### config.mk
export PLATFORM = sky130hd
export DESIGN_NAME = minimum_spanning_tree_prim
export DESIGN_NICKNAME = d
export VERILOG_FILES = /design/src/sv/mstp_pkg.sv /design/src/sv/mstp_ram.sv /design/src/sv/minimum_spanning_tree_prim.sv
export SDC_FILE = /design/constraint.sdc
export NUM_CORES = 2
export LEC_CHECK = 0
export CORE_UTILIZATION = 48
export DETAILED_ROUTE_END_ITERATION = 8
export DONT_BUFFER_PORTS = 1
export MAX_ROUTING_LAYER = met4
export PLACE_DENSITY_LB_ADDON = 0.3
export SETUP_SLACK_MARGIN = 0.1
export SLEW_MARGIN = 20
export SYNTH_ARGS = -nofsm -noshare
export SYNTH_HDL_FRONTEND = slang
export SYNTH_SLANG_ARGS = --single-unit
### constraint.sdc
create_clock -name clock -period 14.55 [get_ports clock]
set_input_delay 2.1825 -clock clock [delete_from_list [all_inputs] [get_ports clock]]
set_output_delay 2.1825 -clock clock [all_outputs]
set_load 0.01 [all_outputs]
### src/sv/mstp_pkg.sv
// Shared types and constants for the Prim spanning tree block.
`default_nettype none

package mstp_pkg;

   localparam int DEF_MAX_VERTICES = 16;

   localparam int VERTEX_W    = 5;
   localparam int COST_W      = 10;
   localparam int TOTAL_W     = 14;
   localparam int ACTION_W    = 2;
   localparam int CSR_INDEX_W = 1;
   localparam int CSR_DATA_W  = 5;
   localparam int REQ_DATA_W  = 24;
   localparam int RSP_DATA_W  = 40;

   localparam logic [COST_W-1:0]   NO_EDGE   = 10'd999;
   localparam logic [TOTAL_W-1:0]  TOTAL_MAX = 14'd16383;
   localparam logic [VERTEX_W-1:0] VCOUNT_RESET = 5'd16;
   localparam logic [VERTEX_W-1:0] SOURCE_RESET = 5'd1;

   localparam logic [CSR_INDEX_W-1:0] CSR_VERTEX_COUNT = 1'b0;
   localparam logic [CSR_INDEX_W-1:0] CSR_SOURCE       = 1'b1;

   typedef enum logic [ACTION_W-1:0] {
      ACT_CLEAR = 2'd0,
      ACT_ADD   = 2'd1,
      ACT_SOLVE = 2'd2,
      ACT_NONE  = 2'd3
   } action_type;

   typedef enum logic [3:0] {
      ST_CLEAR,
      ST_IDLE,
      ST_ADD_A,
      ST_ADD_B,
      ST_START,
      ST_RELAX,
      ST_EMIT_RD,
      ST_EMIT_LD,
      ST_EMIT_WAIT
   } state_type;

   // one entry of the per-vertex table
   typedef struct packed {
      logic [VERTEX_W-1:0] parent;
      logic [COST_W-1:0]   weight;
   } node_type;

endpackage

`default_nettype wire

### src/sv/mstp_ram.sv
// Generic single-write, single-read RAM with registered read data.
`default_nettype none

module mstp_ram #(
   parameter int WIDTH = 8,
   parameter int DEPTH = 16,
   localparam int ADDR_W = (DEPTH > 1) ? $clog2(DEPTH) : 1
) (
   input  logic              clock,
   input  logic              we,
   input  logic [ADDR_W-1:0] waddr,
   input  logic [WIDTH-1:0]  wdata,
   input  logic [ADDR_W-1:0] raddr,
   output logic [WIDTH-1:0]  rdata
);

   logic [WIDTH-1:0] mem_ff [DEPTH];
   logic [WIDTH-1:0] rdata_ff;

   always_ff @(posedge clock) begin
      if (we) begin
         mem_ff[waddr] <= wdata;
      end
      rdata_ff <= mem_ff[raddr];
   end

   assign rdata = rdata_ff;

endmodule

`default_nettype wire

### src/sv/minimum_spanning_tree_prim.sv
// Prim minimum spanning tree over a dense cost matrix, one shared relax/compare unit.
// Steps: clear writes no-edge to every matrix entry, add edge writes both mirrored entries,
// solve scans a matrix row per joined vertex, then emits each row and holds it until taken.
// Throughput: one beat at a time; req_tready is high only while idle. The single edge RAM
// read port, one matrix entry per cycle, sets the solve time.
// Reset: synchronous; afterwards a clearing pass fills the whole matrix with no-edge
// before the first beat is taken.
`default_nettype none

module minimum_spanning_tree_prim #(
   parameter int MAX_VERTICES = mstp_pkg::DEF_MAX_VERTICES
) (
   input  logic                                clock,
   input  logic                                reset,
   // request: tdata = vertex_a[4:0], vertex_b[9:5], edge_cost[19:10], zero fill
   input  logic                                req_tvalid,
   output logic                                req_tready,
   input  logic [mstp_pkg::REQ_DATA_W-1:0]     req_tdata,
   // request: tuser = action[1:0]
   input  logic [mstp_pkg::ACTION_W-1:0]       req_tuser,
   // response: tdata = vertex_number[4:0], in_tree[5], tree_distance[15:6],
   //           parent_vertex[20:16], total_cost[34:21], zero fill
   output logic                                rsp_tvalid,
   input  logic                                rsp_tready,
   output logic [mstp_pkg::RSP_DATA_W-1:0]     rsp_tdata,
   output logic                                rsp_tlast,
   // register writes
   input  logic                                csr_we,
   input  logic [mstp_pkg::CSR_INDEX_W-1:0]    csr_index,
   input  logic [mstp_pkg::CSR_DATA_W-1:0]     csr_wdata
);

   import mstp_pkg::*;

   localparam int VIDX_W     = (MAX_VERTICES > 1) ? $clog2(MAX_VERTICES) : 1;
   localparam int VCNT_W     = $clog2(MAX_VERTICES + 1);
   localparam int EDGE_AW    = 2 * VIDX_W;
   localparam int EDGE_DEPTH = 1 << EDGE_AW;
   localparam int NODE_W     = $bits(node_type);

   // sequencer
   state_type state_ff, state_in;
   logic [EDGE_AW-1:0] sweep_ff, sweep_in;

   // configuration
   logic [VERTEX_W-1:0] vcount_ff, vcount_in;
   logic [VERTEX_W-1:0] src_ff, src_in;

   // current job
   logic [VCNT_W-1:0] n_ff, n_in;
   logic [VIDX_W-1:0] edge_a_ff, edge_a_in;
   logic [VIDX_W-1:0] edge_b_ff, edge_b_in;
   logic [COST_W-1:0] cost_ff, cost_in;

   // relax pass
   logic [VIDX_W-1:0] pick_ff, pick_in;
   logic [VIDX_W-1:0] rd_i_ff, rd_i_in;
   logic              issue_ff, issue_in;
   logic              cmp_valid_ff, cmp_valid_in;
   logic [VIDX_W-1:0] cmp_i_ff, cmp_i_in;
   logic [COST_W-1:0] best_ff, best_in;
   logic              found_ff, found_in;
   logic [VIDX_W-1:0] next_pick_ff, next_pick_in;
   logic [MAX_VERTICES-1:0] known_ff, known_in;
   logic [MAX_VERTICES-1:0] touched_ff, touched_in;   // table entry written this solve

   // row output
   logic [VIDX_W-1:0]   out_i_ff, out_i_in;
   logic [TOTAL_W-1:0]  total_ff, total_in;
   logic [VERTEX_W-1:0] rsp_vnum_ff, rsp_vnum_in;
   logic                rsp_in_tree_ff, rsp_in_tree_in;
   logic [COST_W-1:0]   rsp_dist_ff, rsp_dist_in;
   logic [VERTEX_W-1:0] rsp_parent_ff, rsp_parent_in;
   logic                rsp_last_ff, rsp_last_in;

   // memories
   logic               edge_we;
   logic [EDGE_AW-1:0] edge_waddr;
   logic [COST_W-1:0]  edge_wdata;
   logic [EDGE_AW-1:0] edge_raddr;
   logic [COST_W-1:0]  edge_rdata;
   logic               node_we;
   logic [VIDX_W-1:0]  node_waddr;
   node_type           node_wdata;
   logic [VIDX_W-1:0]  node_raddr;
   logic [NODE_W-1:0]  node_rdata;

   // helpers
   logic [VIDX_W-1:0]   last_idx;
   logic [VIDX_W-1:0]   src_idx;
   logic                src_ok;
   logic [VCNT_W-1:0]   used_n;
   logic [VERTEX_W-1:0] req_a;
   logic [VERTEX_W-1:0] req_b;
   logic [COST_W-1:0]   req_cost;
   logic                ends_ok;
   node_type            empty_node;
   node_type            cur_node;
   logic                cur_known;
   logic                upd;
   logic [COST_W-1:0]   new_dist;
   logic                take_cur;
   logic                round_found;
   logic [VIDX_W-1:0]   round_pick;
   logic [VERTEX_W-1:0] pick_parent;
   node_type            emit_node;
   logic [TOTAL_W:0]    sum;

   mstp_ram #(.WIDTH(COST_W), .DEPTH(EDGE_DEPTH)) u_edge_ram (
      .clock (clock),
      .we    (edge_we),
      .waddr (edge_waddr),
      .wdata (edge_wdata),
      .raddr (edge_raddr),
      .rdata (edge_rdata)
   );

   mstp_ram #(.WIDTH(NODE_W), .DEPTH(MAX_VERTICES)) u_node_ram (
      .clock (clock),
      .we    (node_we),
      .waddr (node_waddr),
      .wdata (node_wdata),
      .raddr (node_raddr),
      .rdata (node_rdata)
   );

   assign req_a    = req_tdata[4:0];
   assign req_b    = req_tdata[9:5];
   assign req_cost = req_tdata[19:10];
   assign ends_ok  = (req_a != '0) && (32'(req_a) <= MAX_VERTICES)
                  && (req_b != '0) && (32'(req_b) <= MAX_VERTICES);

   // vertex count clamped to 1..MAX_VERTICES
   always_comb begin
      if (vcount_ff == '0) begin
         used_n = VCNT_W'(1);
      end else if (32'(vcount_ff) > MAX_VERTICES) begin
         used_n = VCNT_W'(MAX_VERTICES);
      end else begin
         used_n = VCNT_W'(vcount_ff);
      end
   end

   assign last_idx    = VIDX_W'(n_ff - 1'b1);
   assign src_ok      = (src_ff != '0) && (32'(src_ff) <= 32'(n_ff));
   assign src_idx     = VIDX_W'(src_ff - 1'b1);
   assign pick_parent = VERTEX_W'({1'b0, pick_ff} + 1'b1);
   assign empty_node  = '{parent: '0, weight: NO_EDGE};

   // compare stage of the relax pass: matrix entry and table entry of cmp_i
   assign cur_node    = touched_ff[cmp_i_ff] ? node_type'(node_rdata) : empty_node;
   assign cur_known   = known_ff[cmp_i_ff];
   assign upd         = !cur_known && (edge_rdata < cur_node.weight);
   assign new_dist    = upd ? edge_rdata : cur_node.weight;
   // strict less keeps the lowest index on ties; this is next round's selection
   assign take_cur    = !cur_known && (new_dist < best_ff);
   assign round_found = found_ff || take_cur;
   assign round_pick  = take_cur ? cmp_i_ff : next_pick_ff;

   assign emit_node = touched_ff[out_i_ff] ? node_type'(node_rdata) : empty_node;
   assign sum       = {1'b0, total_ff} + (TOTAL_W + 1)'(emit_node.weight);

   assign edge_raddr = {pick_ff, rd_i_ff};
   assign node_raddr = (state_ff == ST_EMIT_RD) ? out_i_ff : rd_i_ff;

   always_comb begin
      state_in       = state_ff;
      sweep_in       = sweep_ff;
      vcount_in      = vcount_ff;
      src_in         = src_ff;
      n_in           = n_ff;
      edge_a_in      = edge_a_ff;
      edge_b_in      = edge_b_ff;
      cost_in        = cost_ff;
      pick_in        = pick_ff;
      rd_i_in        = rd_i_ff;
      issue_in       = issue_ff;
      cmp_valid_in   = 1'b0;
      cmp_i_in       = cmp_i_ff;
      best_in        = best_ff;
      found_in       = found_ff;
      next_pick_in   = next_pick_ff;
      known_in       = known_ff;
      touched_in     = touched_ff;
      out_i_in       = out_i_ff;
      total_in       = total_ff;
      rsp_vnum_in    = rsp_vnum_ff;
      rsp_in_tree_in = rsp_in_tree_ff;
      rsp_dist_in    = rsp_dist_ff;
      rsp_parent_in  = rsp_parent_ff;
      rsp_last_in    = rsp_last_ff;
      edge_we        = 1'b0;
      edge_waddr     = sweep_ff;
      edge_wdata     = NO_EDGE;
      node_we        = 1'b0;
      node_waddr     = cmp_i_ff;
      node_wdata     = '{parent: pick_parent, weight: edge_rdata};

      if (csr_we) begin
         case (csr_index)
            CSR_VERTEX_COUNT: vcount_in = csr_wdata;
            CSR_SOURCE:       src_in    = csr_wdata;
            default: ;
         endcase
      end

      case (state_ff)
         ST_CLEAR: begin
            edge_we = 1'b1;
            if (sweep_ff == '1) begin
               state_in = ST_IDLE;
            end else begin
               sweep_in = sweep_ff + 1'b1;
            end
         end
         ST_IDLE: begin
            if (req_tvalid) begin
               case (action_type'(req_tuser))
                  ACT_CLEAR: begin
                     sweep_in = '0;
                     state_in = ST_CLEAR;
                  end
                  ACT_ADD: begin
                     if (ends_ok) begin
                        edge_a_in = VIDX_W'(req_a - 1'b1);
                        edge_b_in = VIDX_W'(req_b - 1'b1);
                        cost_in   = (req_cost > NO_EDGE) ? NO_EDGE : req_cost;
                        state_in  = ST_ADD_A;
                     end
                  end
                  ACT_SOLVE: begin
                     n_in     = used_n;
                     state_in = ST_START;
                  end
                  default: ;
               endcase
            end
         end
         ST_ADD_A: begin
            edge_we    = 1'b1;
            edge_waddr = {edge_a_ff, edge_b_ff};
            edge_wdata = cost_ff;
            state_in   = ST_ADD_B;
         end
         ST_ADD_B: begin
            edge_we    = 1'b1;
            edge_waddr = {edge_b_ff, edge_a_ff};
            edge_wdata = cost_ff;
            state_in   = ST_IDLE;
         end
         ST_START: begin
            total_in   = '0;
            out_i_in   = '0;
            known_in   = '0;
            touched_in = '0;
            if (src_ok) begin
               // source joins first at distance zero
               known_in[src_idx]   = 1'b1;
               touched_in[src_idx] = 1'b1;
               node_we    = 1'b1;
               node_waddr = src_idx;
               node_wdata = '{parent: '0, weight: '0};
               pick_in    = src_idx;
               rd_i_in    = '0;
               issue_in   = 1'b1;
               best_in    = NO_EDGE;
               found_in   = 1'b0;
               state_in   = ST_RELAX;
            end else begin
               state_in = ST_EMIT_RD;
            end
         end
         ST_RELAX: begin
            // read issue
            cmp_valid_in = issue_ff;
            cmp_i_in     = rd_i_ff;
            if (issue_ff) begin
               if (rd_i_ff == last_idx) begin
                  issue_in = 1'b0;
               end else begin
                  rd_i_in = rd_i_ff + 1'b1;
               end
            end
            // compare and update
            if (cmp_valid_ff) begin
               if (upd) begin
                  node_we              = 1'b1;
                  touched_in[cmp_i_ff] = 1'b1;
               end
               if (take_cur) begin
                  best_in      = new_dist;
                  next_pick_in = cmp_i_ff;
                  found_in     = 1'b1;
               end
               if (cmp_i_ff == last_idx) begin
                  if (round_found) begin
                     pick_in              = round_pick;
                     known_in[round_pick] = 1'b1;
                     rd_i_in              = '0;
                     issue_in             = 1'b1;
                     best_in              = NO_EDGE;
                     found_in             = 1'b0;
                  end else begin
                     state_in = ST_EMIT_RD;
                  end
               end
            end
         end
         ST_EMIT_RD: begin
            state_in = ST_EMIT_LD;
         end
         ST_EMIT_LD: begin
            rsp_vnum_in    = VERTEX_W'({1'b0, out_i_ff} + 1'b1);
            rsp_in_tree_in = known_ff[out_i_ff];
            rsp_dist_in    = emit_node.weight;
            rsp_parent_in  = emit_node.parent;
            rsp_last_in    = (out_i_ff == last_idx);
            if (known_ff[out_i_ff]) begin
               total_in = (sum > (TOTAL_W + 1)'(TOTAL_MAX)) ? TOTAL_MAX : sum[TOTAL_W-1:0];
            end
            state_in = ST_EMIT_WAIT;
         end
         ST_EMIT_WAIT: begin
            if (rsp_tready) begin
               if (out_i_ff == last_idx) begin
                  state_in = ST_IDLE;
               end else begin
                  out_i_in = out_i_ff + 1'b1;
                  state_in = ST_EMIT_RD;
               end
            end
         end
         default: begin
            state_in = ST_IDLE;
         end
      endcase
   end

   always_ff @(posedge clock) begin
      if (reset) begin
         state_ff     <= ST_CLEAR;
         sweep_ff     <= '0;
         vcount_ff    <= VCOUNT_RESET;
         src_ff       <= SOURCE_RESET;
         issue_ff     <= 1'b0;
         cmp_valid_ff <= 1'b0;
         found_ff     <= 1'b0;
         known_ff     <= '0;
         touched_ff   <= '0;
      end else begin
         state_ff     <= state_in;
         sweep_ff     <= sweep_in;
         vcount_ff    <= vcount_in;
         src_ff       <= src_in;
         issue_ff     <= issue_in;
         cmp_valid_ff <= cmp_valid_in;
         found_ff     <= found_in;
         known_ff     <= known_in;
         touched_ff   <= touched_in;
      end
      n_ff           <= n_in;
      edge_a_ff      <= edge_a_in;
      edge_b_ff      <= edge_b_in;
      cost_ff        <= cost_in;
      pick_ff        <= pick_in;
      rd_i_ff        <= rd_i_in;
      cmp_i_ff       <= cmp_i_in;
      best_ff        <= best_in;
      next_pick_ff   <= next_pick_in;
      out_i_ff       <= out_i_in;
      total_ff       <= total_in;
      rsp_vnum_ff    <= rsp_vnum_in;
      rsp_in_tree_ff <= rsp_in_tree_in;
      rsp_dist_ff    <= rsp_dist_in;
      rsp_parent_ff  <= rsp_parent_in;
      rsp_last_ff    <= rsp_last_in;
   end

   assign req_tready = (state_ff == ST_IDLE);
   assign rsp_tvalid = (state_ff == ST_EMIT_WAIT);
   assign rsp_tlast  = rsp_last_ff;
   assign rsp_tdata  = {5'b0, total_ff, rsp_parent_ff, rsp_dist_ff, rsp_in_tree_ff, rsp_vnum_ff};

   // no request beat is taken while a row is on offer
   a_no_overlap: assert property (@(posedge clock) disable iff (reset)
      !(req_tready && rsp_tvalid))
      else $error("request accepted while a row is pending");

   // the vertex being relaxed from has already joined the tree
   a_pick_known: assert property (@(posedge clock) disable iff (reset)
      (state_ff == ST_RELAX) |-> known_ff[pick_ff])
      else $error("relaxing from a vertex not in the tree");

   // a relax update never touches a vertex already in the tree
   a_upd_unknown: assert property (@(posedge clock) disable iff (reset)
      (state_ff == ST_RELAX && node_we) |-> !known_ff[node_waddr])
      else $error("distance of a joined vertex changed");

   // the last row hands control straight back to idle
   a_last_idle: assert property (@(posedge clock) disable iff (reset)
      (rsp_tvalid && rsp_tready && rsp_tlast) |=> req_tready)
      else $error("block not idle after last row");

endmodule

`default_nettype wire
==> impl_metrics.csv <==
group,metric,value,unit
drt,wl_per_cell,29.5,um
setup_path,reg2reg_from,"cmp_i_ff[0]",
sta,relSlewSlack,0.210,
clock_network,h-tree-depth,5,
clock_network,cts_root_buffer,"clkbuf_16",
placement,port_buffers,0,
power,powerDensity,129,mW/mm^2
setup_path,critPathMaxFanout,31,
sta,worst_pin_slew,1.18,ns
power,p_leak,47.8,nW
floorplanning,placementRows,180,
sta,finalHoldViolations,0,
clock_network,cts_hold_buf,0,
drt,dr_total_vias,54900,
sta,setup-violations-final,0,
yosys,async_flop_share,0,
drt,vias_per_cell,6.14,
setup_path,worstPathRequired,15.22,ns
floorplanning,die_w,496,um
min_path,worstHoldPathType,"reg -> reg",
min_path,hp-start,"known_ff[10]",
finish,final_cell_mix,"edfxtp_1 (2889), mux4_2 (915), nor2_1 (335)",
setup_path,worstSetupPathType,"reg -> reg",
setup_path,critPathCaptureType,"flip-flop",
setup_path,cp-start-kind,"flip-flop",
clock_network,cts_tree,"yes",
power,vdd_ir_drop_max,147,uV
clock_network,cts_setup_buffers,0,
finish,syn2layout_area_growth,11.5,%
sta,final_max_slew_viol_count,0,
drt,drt_iter0_markers,6559,
setup_path,r2r_cells,17,
finish,drive_gt1_frac,0.263,
sta,max_clock_freq,151,MHz
min_path,whs_path_depth,2,
clock_network,cts_made_buffers,316,
power,power,16.9,mW
setup_path,critPathMaxStageDelay,0.89,ns
finish,final_common_cell,"edfxtp_1",
global_routing,grt_max_degree,204,
placement,place_ws,8.00,ns
setup_path,crit_arrival,7.31,ns
global_routing,grt_pass1_vias,55200,
global_routing,antenna_found_initial,6,
yosys,synthFlopType,"edfxtp_1",
floorplanning,die_h,496,um
placement,dp_hpwl,154000,um
yosys,ys_ff_latch,2971,
sta,rsz0062_at_grt,"no",
finish,regArea,0.0884,mm^2
sta,skew,0.0638,ns
setup_path,critPathLaunch,"cmp_i_ff[0]",
drt,drcViolationCount,0,
yosys,yosysWarnings,0,
clock_network,cts.clk_slew.worst_paths,0.06,ns
sta,finalCriticalPeriod,6.64,ns
setup_path,path_delay_family,"simple AND/OR/NAND/NOR gates",
sta,post-route-period-util,0.456,
drt,drt_pre_antenna_iters,6,
setup_path,worst-path-buf-inv,1,
floorplanning,ios,80,
global_routing,grt-ovfl-total,0,
clock_network,post_cts_resized,0,
clock_network,clock_sinks,2971,
finish,multi_input_area,0.0276,mm^2
setup_path,crit_path_cell_trace,"mux4_2 > mux4_2 > nor2b_1 > ha_1 > nand4_1 > inv_1 > a221o_1 > or3_1 > nor2_1 > a21oi_1 > ha_1 > nand4_1 > nor3_1 > o21ai_4 > and2_4 > mux2_4 > mux2_2",
yosys,netlist_area,0.117,mm^2
global_routing,grt_first_pass_wirelength,386000,um
drt,wl,264000,um
placement,gp_congestion,0.851,
floorplanning,die_area,0.246,mm^2
sta,setup_slack,7.91,ns
yosys,syn_inst,5411,
clock_network,clockBufferDepth,4,
setup_path,crit_cells,17,
job,drv_cap,0,
sta,fin_setup_tns,0,ns
floorplanning,start_util,0.485,
finish,n_fill_cell,18100,
yosys,ys_seq_area_frac,0.755,
drt,ant_nets,0,
setup_path,cp_slowest_cell,"nor3_1",
floorplanning,coreArea,0.241,mm^2
outcome,status,"complete, no violations",
clock_network,clk_latency,0.94,ns
finish,final_nets,5614,
yosys,synth_edf_count,2889,
yosys,avgSynthCellArea,21.6,um^2
yosys,synth_cell_types,73,
global_routing,grtUsageTotal,0.223,
metrics by stage:
stage                     cell area (um^2)  hold slack (ns)  utilization  instances
after floorplan                     117000            0.424            -       5415
after global placement              121000            0.462        0.501       8396
after detailed placement            121000            0.462        0.501       8396
after CTS                           130000            0.475        0.540       8933
after global routing                131000            0.501        0.541       8934
final                               131000            0.476        0.541       8936
registers in the layout (all words and copies together), names as in the netlist, 8 cells and up:
| name | flops |
|---|---|
| cost_ff | 10 |
| sweep_ff | 8 |
| known_ff | 16 |
| total_ff | 14 |
| touched_ff | 16 |
| u_edge_ram.mem_ff | 2560 |
| rsp_dist_ff | 10 |
| u_node_ram.rdata | 15 |
| u_node_ram.mem_ff | 240 |
| best_ff | 10 |
| u_edge_ram.rdata | 10 |
layer usage:
metal	share of wire	track usage	wire length [um]
met1	0.41	0.312	109000
met2	0.49	0.343	128000
met3	0.078	0.0405	20600
met4	0.022	0.0559	5820
met5	0	-	0
worst register-to-register path, cell delays in order, from the launching register on:
cell	delay [ns]
edfxtp_1	0.64
mux4_2	0.61
mux4_2	0.63
nor2b_1	0.22
ha_1	0.32
nand4_1	0.22
inv_1	0.06
a221o_1	0.42
or3_1	0.56
nor2_1	0.16
a21oi_1	0.07
ha_1	0.33
nand4_1	0.09
nor3_1	0.89
o21ai_4	0.16
and2_4	0.36
mux2_4	0.36
mux2_2	0.27
cells in the mapped netlist, types with 27 or more instances:
| master | count | area share |
|---|---|---|
| a21oi_1 | 81 | 0.0035 |
| and2_1 | 43 | 0.0023 |
| buf_1 | 71 | 0.0023 |
| clkbuf_1 | 201 | 0.0064 |
| dfxtp_1 | 82 | 0.014 |
| edfxtp_1 | 2889 | 0.74 |
| ha_1 | 47 | 0.0050 |
| inv_1 | 50 | 0.0016 |
| mux2i_1 | 27 | 0.0023 |
| mux4_2 | 915 | 0.18 |
| nand2_1 | 167 | 0.0054 |
| nand2b_1 | 27 | 0.0014 |
| nand3_1 | 31 | 0.0013 |
| nor2_1 | 367 | 0.012 |
| nor2b_1 | 31 | 0.0017 |
| nor3_1 | 33 | 0.0014 |
| o21ai_0 | 49 | 0.0021 |
| xnor2_1 | 27 | 0.0020 |
final timing paths:
path                  endpoint  slack [ns]
setup / recovery    pick_ff[0]        7.91
setup reg to reg    pick_ff[0]        7.91
hold / removal    known_ff[10]        0.48
hold reg to reg   known_ff[10]        0.48
power breakdown:
| part | switching (mW) | total, mW | internal (mW) | leakage, nW |
|---|---|---|---|---|
| logic | 0.0566 | 0.0737 | 0.0171 | 9.84 |
| clock network | 3.17 | 7.55 | 4.38 | 4.67 |
| registers | 0.00402 | 9.25 | 9.25 | 33.3 |
| total | 3.23 | 16.9 | 13.6 | 47.8 |
cells by family after synthesis:
logic type,count (synthesis),share of synthesized area
other,1,0.0000320
DFF,2971,0.755
adders and majority gates,48,0.00519
xor gates and xnor gates,43,0.00322
muxes,954,0.180
buffers and inverters,354,0.0122
and+or+nand+nor,758,0.0287
AOI/OAI and AO/OA,282,0.0158
layout make-up:
class,count,area share
well taps,3185,0.0305
inverters,51,0.00147
repair buffers,99,0.00665
multi-input cells,2090,0.211
clock inverters,145,0.00951
diodes,3,0.0000575
clock buffers,392,0.0637
flip-flops and latches,2971,0.677
(Power assumes the default switching activity.)
